**src/rtl/core/scf_pkg.sv**
```systemverilog
// ---------------------------------------------------------------------------
// Sliding correlation FIR package
// Shared widths, defaults and request codes for the correlation filter.
// ---------------------------------------------------------------------------
package scf_pkg;

	localparam int MAX_TAPS_DEF    = 32;
	localparam int SAMPLE_BITS_DEF = 16;
	localparam int TAP_CNT_W       = 6;
	localparam int TAP_IDX_W       = 5;
	localparam int SUM_W           = 37;

	localparam logic FUNC_PUSH = 1'b0;
	localparam logic FUNC_LOAD = 1'b1;

endpackage

```
**src/rtl/core/scf_item_if.sv**
```systemverilog
// ---------------------------------------------------------------------------
// Input request channel
// Valid/ready channel carrying one sample push or coefficient load.
// ---------------------------------------------------------------------------
interface scf_item_if #(
	parameter int SAMPLE_BITS = scf_pkg::SAMPLE_BITS_DEF
);
	logic                                 valid;
	logic                                 ready;
	logic                                 func;
	logic [scf_pkg::TAP_IDX_W-1:0]        tap_index;
	logic signed [SAMPLE_BITS-1:0]        value;
	logic                                 start_of_vector;

	modport source (output valid, func, tap_index, value, start_of_vector, input ready);
	modport sink   (input valid, func, tap_index, value, start_of_vector, output ready);
endinterface

```
**src/rtl/core/scf_result_if.sv**
```systemverilog
// ---------------------------------------------------------------------------
// Result channel
// Valid/ready channel carrying one Q.30 correlation sum.
// ---------------------------------------------------------------------------
interface scf_result_if;
	logic                             valid;
	logic                             ready;
	logic signed [scf_pkg::SUM_W-1:0] sum;

	modport source (output valid, sum, input ready);
	modport sink   (input valid, sum, output ready);
endinterface

```
**src/rtl/core/scf_cfg_if.sv**
```systemverilog
// ---------------------------------------------------------------------------
// Configuration write channel
// Valid/ready channel carrying the tap count register write data.
// ---------------------------------------------------------------------------
interface scf_cfg_if;
	logic                            valid;
	logic                            ready;
	logic [scf_pkg::TAP_CNT_W-1:0]   data;

	modport source (output valid, data, input ready);
	modport sink   (input valid, data, output ready);
endinterface

```
**src/rtl/core/sliding_correlation_fir.sv**
```systemverilog
// ---------------------------------------------------------------------------
// Sliding correlation FIR
// A sample that completes a window is summed by the single multiply-accumulate
// walking the taps (RUN), drained (DRAIN) and registered out (OUT), which waits
// while the previous sum is untaken; requests are taken only in idle. Loads and
// short-window samples stay idle. Reset clears control state, sets tap_count to
// 1; the sample and tap RAMs are not cleared, the fill count gates window reads.
// ---------------------------------------------------------------------------
module sliding_correlation_fir #(
	parameter int MAX_TAPS    = scf_pkg::MAX_TAPS_DEF,
	parameter int SAMPLE_BITS = scf_pkg::SAMPLE_BITS_DEF
) (
	input  logic             clk,
	input  logic             arst_n,
	scf_cfg_if.sink          cfg,
	scf_item_if.sink         item,
	scf_result_if.source     result
);
	import scf_pkg::*;

	localparam int AW      = $clog2(MAX_TAPS);
	localparam int CW      = ($clog2(MAX_TAPS + 1) > TAP_CNT_W) ?
	                         $clog2(MAX_TAPS + 1) : TAP_CNT_W;
	localparam int PROD_W  = 2 * SAMPLE_BITS;
	localparam int ACC_RAW = PROD_W + $clog2(MAX_TAPS) + 1;
	localparam int ACC_W   = (ACC_RAW > SUM_W) ? ACC_RAW : SUM_W;

	localparam logic [CW-1:0]         MAX_C   = CW'(MAX_TAPS);
	localparam logic [AW:0]           DEPTH_E = (AW + 1)'(MAX_TAPS);
	localparam logic [AW-1:0]         LAST_A  = AW'(MAX_TAPS - 1);
	localparam logic signed [ACC_W-1:0] SUM_HI =
		ACC_W'((64'sd1 <<< (SUM_W - 1)) - 64'sd1);
	localparam logic signed [ACC_W-1:0] SUM_LO = -SUM_HI - ACC_W'(1);

	localparam logic [1:0] ST_IDLE  = 2'd0;
	localparam logic [1:0] ST_RUN   = 2'd1;
	localparam logic [1:0] ST_DRAIN = 2'd2;
	localparam logic [1:0] ST_OUT   = 2'd3;

	logic [TAP_CNT_W-1:0]     tap_count_q;
	logic [CW-1:0]            taps;
	logic [CW-1:0]            tc_ext;
	logic [CW-1:0]            taps_m1;
	logic [1:0]               state_q;
	logic [CW-1:0]            fill_q;
	logic [CW-1:0]            fill_new;
	logic [AW-1:0]            wp_q;
	logic [AW-1:0]            wp_new;
	logic [AW:0]              start_sum;
	logic [AW-1:0]            start_a;
	logic [CW-1:0]            step_q;
	logic [AW-1:0]            rd_a_q;
	logic                     v_s1;
	logic                     v_s2;
	logic [SAMPLE_BITS-1:0]   win_rd_s1;
	logic [SAMPLE_BITS-1:0]   coef_rd_s1;
	logic signed [PROD_W-1:0] prod_s2;
	logic signed [ACC_W-1:0]  acc_q;
	logic signed [ACC_W-1:0]  acc_sat;
	logic                     res_valid_q;
	logic signed [SUM_W-1:0]  sum_q;
	logic                     fire;
	logic                     push;
	logic                     load;
	logic                     idx_ok;

	assign cfg.ready  = 1'b1;
	assign item.ready = (state_q == ST_IDLE);
	assign fire       = item.valid && item.ready;
	assign push       = fire && (item.func == FUNC_PUSH);
	assign idx_ok     = int'(item.tap_index) < MAX_TAPS;
	assign load       = fire && (item.func == FUNC_LOAD) && idx_ok;

	assign result.valid = res_valid_q;
	assign result.sum   = sum_q;

	// Clamp the register to the supported tap range
	always_comb begin
		tc_ext = CW'(tap_count_q);
		if (tc_ext == '0) begin
			taps = CW'(1);
		end else if (tc_ext > MAX_C) begin
			taps = MAX_C;
		end else begin
			taps = tc_ext;
		end
		taps_m1 = taps - CW'(1);
	end

	always_comb begin
		wp_new = (wp_q == LAST_A) ? '0 : wp_q + AW'(1);
		if (item.start_of_vector) begin
			fill_new = CW'(1);
		end else if (fill_q < MAX_C) begin
			fill_new = fill_q + CW'(1);
		end else begin
			fill_new = fill_q;
		end
		// Oldest sample of the window, modulo the ring depth
		start_sum = {1'b0, wp_new} + DEPTH_E - {1'b0, taps_m1[AW-1:0]};
		if (start_sum >= DEPTH_E) begin
			start_a = AW'(start_sum - DEPTH_E);
		end else begin
			start_a = start_sum[AW-1:0];
		end
	end

	always_comb begin
		if (acc_q > SUM_HI) begin
			acc_sat = SUM_HI;
		end else if (acc_q < SUM_LO) begin
			acc_sat = SUM_LO;
		end else begin
			acc_sat = acc_q;
		end
	end

	scf_ram #(
		.WIDTH (SAMPLE_BITS),
		.DEPTH (MAX_TAPS)
	) u_window (
		.clk   (clk),
		.we    (push),
		.waddr (wp_new),
		.wdata (item.value),
		.raddr (rd_a_q),
		.rdata (win_rd_s1)
	);

	scf_ram #(
		.WIDTH (SAMPLE_BITS),
		.DEPTH (MAX_TAPS)
	) u_coef (
		.clk   (clk),
		.we    (load),
		.waddr (AW'(item.tap_index)),
		.wdata (item.value),
		.raddr (step_q[AW-1:0]),
		.rdata (coef_rd_s1)
	);

	always_ff @(posedge clk or negedge arst_n) begin
		if (!arst_n) begin
			tap_count_q <= TAP_CNT_W'(1);
		end else if (cfg.valid && cfg.ready) begin
			tap_count_q <= cfg.data;
		end
	end

	// Product stage, no reset on payload
	always_ff @(posedge clk) begin
		prod_s2 <= $signed(win_rd_s1) * $signed(coef_rd_s1);
	end

	always_ff @(posedge clk) begin
		if (fire) begin
			acc_q <= '0;
		end else if (v_s2) begin
			acc_q <= acc_q + ACC_W'(prod_s2);
		end
	end

	always_ff @(posedge clk or negedge arst_n) begin
		if (!arst_n) begin
			state_q     <= ST_IDLE;
			fill_q      <= '0;
			wp_q        <= '0;
			step_q      <= '0;
			rd_a_q      <= '0;
			v_s1        <= 1'b0;
			v_s2        <= 1'b0;
			res_valid_q <= 1'b0;
			sum_q       <= '0;
		end else begin
			v_s1 <= (state_q == ST_RUN);
			v_s2 <= v_s1;
			// the output state reloads the result itself when one is taken
			if (result.valid && result.ready && (state_q != ST_OUT)) begin
				res_valid_q <= 1'b0;
			end
			case (state_q)
				ST_IDLE: begin
					if (push) begin
						wp_q   <= wp_new;
						fill_q <= fill_new;
						if (fill_new >= taps) begin
							step_q  <= '0;
							rd_a_q  <= start_a;
							state_q <= ST_RUN;
						end
					end
				end
				ST_RUN: begin
					step_q <= step_q + CW'(1);
					rd_a_q <= (rd_a_q == LAST_A) ? '0 : rd_a_q + AW'(1);
					if (step_q == taps_m1) begin
						state_q <= ST_DRAIN;
					end
				end
				ST_DRAIN: begin
					// hold until the last product is in the accumulator
					if (!v_s1 && !v_s2) begin
						state_q <= ST_OUT;
					end
				end
				ST_OUT: begin
					if (!res_valid_q || result.ready) begin
						sum_q       <= SUM_W'(acc_sat);
						res_valid_q <= 1'b1;
						state_q     <= ST_IDLE;
					end
				end
				default: begin
					state_q <= ST_IDLE;
				end
			endcase
		end
	end

	a_ready_idle: assert property (@(posedge clk) disable iff (!arst_n)
		item.ready |-> (!v_s1 && !v_s2))
		else $error("request taken while the multiply pipeline is busy");

	a_step_range: assert property (@(posedge clk) disable iff (!arst_n)
		(state_q == ST_RUN) |-> (step_q < taps))
		else $error("tap step beyond the taps in use");

	a_fill_sat: assert property (@(posedge clk) disable iff (!arst_n)
		fill_q <= MAX_C)
		else $error("fill count beyond window depth");

	a_out_drained: assert property (@(posedge clk) disable iff (!arst_n)
		(state_q == ST_OUT) |-> (!v_s1 && !v_s2))
		else $error("sum released before accumulation finished");

endmodule

```
**src/rtl/core/scf_ram.sv**
```systemverilog
// ---------------------------------------------------------------------------
// Generic RAM
// One write port, one read port, registered read data.
// ---------------------------------------------------------------------------
module scf_ram #(
	parameter int WIDTH = 16,
	parameter int DEPTH = 32
) (
	input  logic                     clk,
	input  logic                     we,
	input  logic [$clog2(DEPTH)-1:0] waddr,
	input  logic [WIDTH-1:0]         wdata,
	input  logic [$clog2(DEPTH)-1:0] raddr,
	output logic [WIDTH-1:0]         rdata
);
	logic [WIDTH-1:0] mem_q [DEPTH];
	logic [WIDTH-1:0] rdata_q;

	always_ff @(posedge clk) begin
		if (we) begin
			mem_q[waddr] <= wdata;
		end
		rdata_q <= mem_q[raddr];
	end

	assign rdata = rdata_q;
endmodule
```
**src/flat_wrapper.sv**
```systemverilog
// flat-port wrapper written by rule: the top's interface ports become plain ports
module sliding_correlation_fir_flat import scf_pkg::*;
#(
	parameter int MAX_TAPS    = scf_pkg::MAX_TAPS_DEF,
	parameter int SAMPLE_BITS = scf_pkg::SAMPLE_BITS_DEF
)
  (clk, arst_n, cfg_valid, cfg_data, cfg_ready, item_valid, item_func, item_tap_index, item_value, item_start_of_vector, item_ready, result_valid, result_sum, result_ready);
  scf_cfg_if cfg_i ();
  scf_item_if #(.SAMPLE_BITS(SAMPLE_BITS)) item_i ();
  scf_result_if result_i ();
  input  logic clk;
  input  logic arst_n;
  input wire logic [$bits(cfg_i.valid)-1:0] cfg_valid;
  input wire logic [$bits(cfg_i.data)-1:0] cfg_data;
  output wire logic [$bits(cfg_i.ready)-1:0] cfg_ready;
  input wire logic [$bits(item_i.valid)-1:0] item_valid;
  input wire logic [$bits(item_i.func)-1:0] item_func;
  input wire logic [$bits(item_i.tap_index)-1:0] item_tap_index;
  input wire logic [$bits(item_i.value)-1:0] item_value;
  input wire logic [$bits(item_i.start_of_vector)-1:0] item_start_of_vector;
  output wire logic [$bits(item_i.ready)-1:0] item_ready;
  output wire logic [$bits(result_i.valid)-1:0] result_valid;
  output wire logic [$bits(result_i.sum)-1:0] result_sum;
  input wire logic [$bits(result_i.ready)-1:0] result_ready;
  assign cfg_i.valid = cfg_valid;
  assign cfg_i.data = cfg_data;
  assign cfg_ready = cfg_i.ready;
  assign item_i.valid = item_valid;
  assign item_i.func = item_func;
  assign item_i.tap_index = item_tap_index;
  assign item_i.value = item_value;
  assign item_i.start_of_vector = item_start_of_vector;
  assign item_ready = item_i.ready;
  assign result_valid = result_i.valid;
  assign result_sum = result_i.sum;
  assign result_i.ready = result_ready;
  sliding_correlation_fir #(.MAX_TAPS(MAX_TAPS), .SAMPLE_BITS(SAMPLE_BITS)) u_core (.clk(clk), .arst_n(arst_n), .cfg(cfg_i), .item(item_i), .result(result_i));
endmodule
```
**config.mk**
```make
export PLATFORM = sky130hd
export DESIGN_NAME = sliding_correlation_fir_flat
export DESIGN_NICKNAME = d
export VERILOG_FILES = /design/src/rtl/core/scf_pkg.sv /design/src/rtl/core/scf_item_if.sv /design/src/rtl/core/scf_result_if.sv /design/src/rtl/core/scf_cfg_if.sv /design/src/rtl/core/sliding_correlation_fir.sv /design/src/rtl/core/scf_ram.sv /design/src/flat_wrapper.sv
export SDC_FILE = /design/constraint.sdc
export NUM_CORES = 2
export LEC_CHECK = 0
export BUFFER_PORTS_ARGS = -buffer_cell sky130_fd_sc_hd__buf_4
export CAP_MARGIN = 20
export CELL_PAD_IN_SITES_DETAIL_PLACEMENT = 1
export CELL_PAD_IN_SITES_GLOBAL_PLACEMENT = 2
export CORE_MARGIN = 2
export CORE_UTILIZATION = 38
export CTS_BUF_LIST = sky130_fd_sc_hd__clkbuf_16
export DETAILED_ROUTE_END_ITERATION = 12
export PLACE_DENSITY_LB_ADDON = 0.1
export SYNTH_ARGS = -nofsm -noshare
export SYNTH_HDL_FRONTEND = slang
export SYNTH_SLANG_ARGS = --single-unit
export TNS_END_PERCENT = 100
```
**constraint.sdc**
```tcl
create_clock -name clk -period 16.25 [get_ports clk]
set_clock_uncertainty 0.1 [all_clocks]
set_input_delay 2.4375 -clock clk [delete_from_list [all_inputs] [get_ports clk]]
set_output_delay 2.4375 -clock clk [all_outputs]
set_load 0.01 [all_outputs]
```
==> run metrics <==
Die ar.=~150,000 um2; CTS root buf=clkbuf_16; Inst Count DP=5,598; die height=392 um; CP top delay family=adder cells; Rel. slew slack=0.258; biggest area consumer among synthesized cells=edfxtp_1; IO Count=between 70 and 80; hold wc startpoint=u_core.v_s1; final period utilization=0.414; TritonCTS clock tree=done; fin crit period=6720 ps; area share of the largest cell type after synthesis=0.536; CTS Buffer Depth=3; critical-path cell list=nand2_1 > inv_1 > fa_1 > fa_1 > fa_1 > fa_1 > fa_1 > inv_1 > fa_1 > inv_1 > ha_1 > inv_1 > nor2_1 > o41ai_1 > o21bai_1 > a41oi_1 > o211a_1 > nor2b_1 > xnor2_1; Worst path slowest cell=fa_1; Seq/Total Area, Yosys=0.602; Critical Path AT=7300 ps; reg2reg end=u_core.prod_s2[29]; CTS clk-pin slew, worst paths=~60 ps; largest net degree at the start of global routing=74; setup bufs post-CTS=0; Worst R2R Start=u_core.u_coef.rdata[1]; Ys Warns=0; Starting DRT DRC Count=around 2,100; Setup TNS=0 ps; Post-layout nets=between 4,000 and 5,000; max incr delay on CP=870 ps; first-pass GRT wire length=approximately 230,000 um; count of cell types in the netlist=81; fin util=0.434; final non-filler cell total=between 5,000 and 6,000; Initial Utilization=0.383; Clock Latency Late Sink=between 700 and 800 ps; CTS Sinks=~1,200; Hold WC Path Type=register to register; pin slew with the least headroom to its limit=between 1000 and 1500 ps; FF+latch count, synth=1,196; Overall Global Routing Usage=0.202; core box area=150,000 um2; number of enable flip-flop cells after synthesis=roughly 1,000; routability cong.=0.788; Critical Path Source=u_core.u_coef.rdata[1]; Worst Setup Path Type=register to register; mapped cell area=57,400 um2; Final ANT Viol Nets=0; CP Capture Type=register; Crit path required time=16,830 ps; Site Rows=between 100 and 150; total gr overflow=0; cell mode on critical path=fa_1; ys flop type=edfxtp_1; area grow syn2layout=13.4%; DP Area=between 60,000 and 70,000 um2; FFs w/ async S/R, synth=0.0585; number of global-route vias before repair=between 30,000 and 40,000; Syn Nets=4,025; vias per cell=approximately 5.2; RSZ-0062 raised after global routing=no; Final HPWL DP=about 96,000 um; drt wl/cell=~26 um; Total Wirelength=~150,000 um; share of cells above drive strength 1=0.195; cells after synthesis=3,583; CTS-repair resized insts=0; first-pass iteration count of the detailed router=5; port bufs=72; leading cell type in the layout, fill and taps excluded=edfxtp_1; Critical Path Fanout Max=16; Levels on crit path=19; Reg2Reg Setup Slack=between 9000 and 10,000 ps; CP Buf/Inv Count=4; WHS Path Cells=0; Post-Layout Inst Area=65,100 um2; Die X=392 um; Max Clock Freq=about 0.15 GHz; CTS buffer count=138; commonest cells after routing, fill and taps aside=1,024 x edfxtp_1, 354 x inv_1, 320 x mux4_2, 315 x nand2_1, 264 x fa_1; CTS Hold Bufs=0; setup violators final=0; Mean Syn Cell Area=16.0 um2; vias after detailed routing=~30,000; initial antenna violation count=11; pins over their slew limit=0; top cells by area, synth=edfxtp_1 54%, mux4_2 13%, fa_1 9.2%, dfxtp_1 3.6%, ha_1 3.1%; r2r worst-path depth=19; status=complete, no violations; Max H-tree Level=4; hold worst-path end=u_core.v_s2; CP Launch Type=register; number of remaining DRC errors=0; number of max-cap violations=0; Hold Vio Cnt, Final=0
==> layer usage <==
| layer | wire (um) | part of all wire | vias up | track usage |
|---|---|---|---|---|
| met5 | 0 | 0 | - | 0 |
| met4 | 3290 | 0.022 | 0 | 0.0508 |
| met2 | 75300 | 0.50 | 632 | 0.340 |
| met3 | 6810 | 0.045 | 197 | 0.0316 |
| met1 | 66000 | 0.44 | 16400 | 0.272 |
| li1 | - | - | 13400 | - |
==> registers in the layout (all words and copies together) (netlist names) <==
| register | count |
|---|---|
| u_core.step_q | 6 |
| u_core.v_s1 | 1 |
| u_core.tap_count_q | 6 |
| u_core.prod_s2 | 32 |
| u_core.rd_a_q | 5 |
| u_core.result.valid | 1 |
| u_core.u_coef.rdata | 16 |
| u_core.state_q | 2 |
| u_core.u_window.mem_q | 512 |
| u_core.u_coef.mem_q | 512 |
| u_core.fill_q | 6 |
| u_core.u_window.rdata | 16 |
| u_core.wp_q | 5 |
| u_core.result.sum | 37 |
| u_core.v_s2 | 1 |
| u_core.acc_q | 38 |
==> logic make-up after synthesis <==
logic type                 after synthesis  synth area share
adders and majority gates              408             0.124
AOI/OAI and AO/OA                      330            0.0364
and+or+nand+nor                        712            0.0573
other                                    1         0.0000654
xor gates and xnor gates                73            0.0111
buffers and inverters                  485            0.0325
DFF                                   1196             0.602
muxes                                  378             0.137
==> per-stage QoR <==
stage	hold slack, ps	setup slack [ps]
after floorplan	249	10340
after global placement	253	9520
after detailed placement	271	9470
after CTS	281	9460
after global routing	287	9120
final	280	9530
==> worst max-delay path by stage <==
| stage | endpoint | slack [ps] |
|---|---|---|
| after global routing | u_core.prod_s2[29] | 9120 |
| after floorplan | u_core.prod_s2[30] | 10340 |
| after global placement | u_core.prod_s2[31] | 9520 |
| final | u_core.prod_s2[29] | 9530 |
| after detailed placement | u_core.prod_s2[29] | 9470 |
| after CTS | u_core.prod_s2[29] | 9460 |
==> worst reg2reg max path, cell delays in order, from the launching register on <==
cell,delay [ps]
dfxtp_1,770
nand2_1,220
inv_1,170
fa_1,540
fa_1,870
fa_1,530
fa_1,520
fa_1,490
inv_1,50
fa_1,470
inv_1,40
ha_1,340
inv_1,110
nor2_1,60
o41ai_1,340
o21bai_1,130
a41oi_1,310
o211a_1,230
nor2b_1,200
xnor2_1,130
==> layout make-up <==
cell class	count	area, um2
antenna	1	2.50
clock buffer	138	3450
clock inverter	117	1030
fill	14600	84700
inverter	327	1230
multi-input combinational	1902	20900
sequential	1196	34600
tap	2016	2520
timing repair buffer	161	1310
==> cells in the mapped netlist (16+ instances only) <==
library cell,count
nand2b_1,19
mux4_2,320
nand2_1,316
dfxtp_1,102
ha_1,144
nand3_1,33
edfxtp_1,1024
and2_1,129
xor2_1,21
nor2_1,144
dfrtp_1,69
a21oi_1,70
mux2_2,39
fa_1,264
xnor2_1,52
buf_2,24
a21o_1,34
inv_1,327
o21ai_0,128
buf_1,16
nor3_1,16
mux2i_1,19
clkbuf_1,114
Power is not shown: default switching activity piles up to over one toggle a cycle in this logic, so the estimate is an artifact.
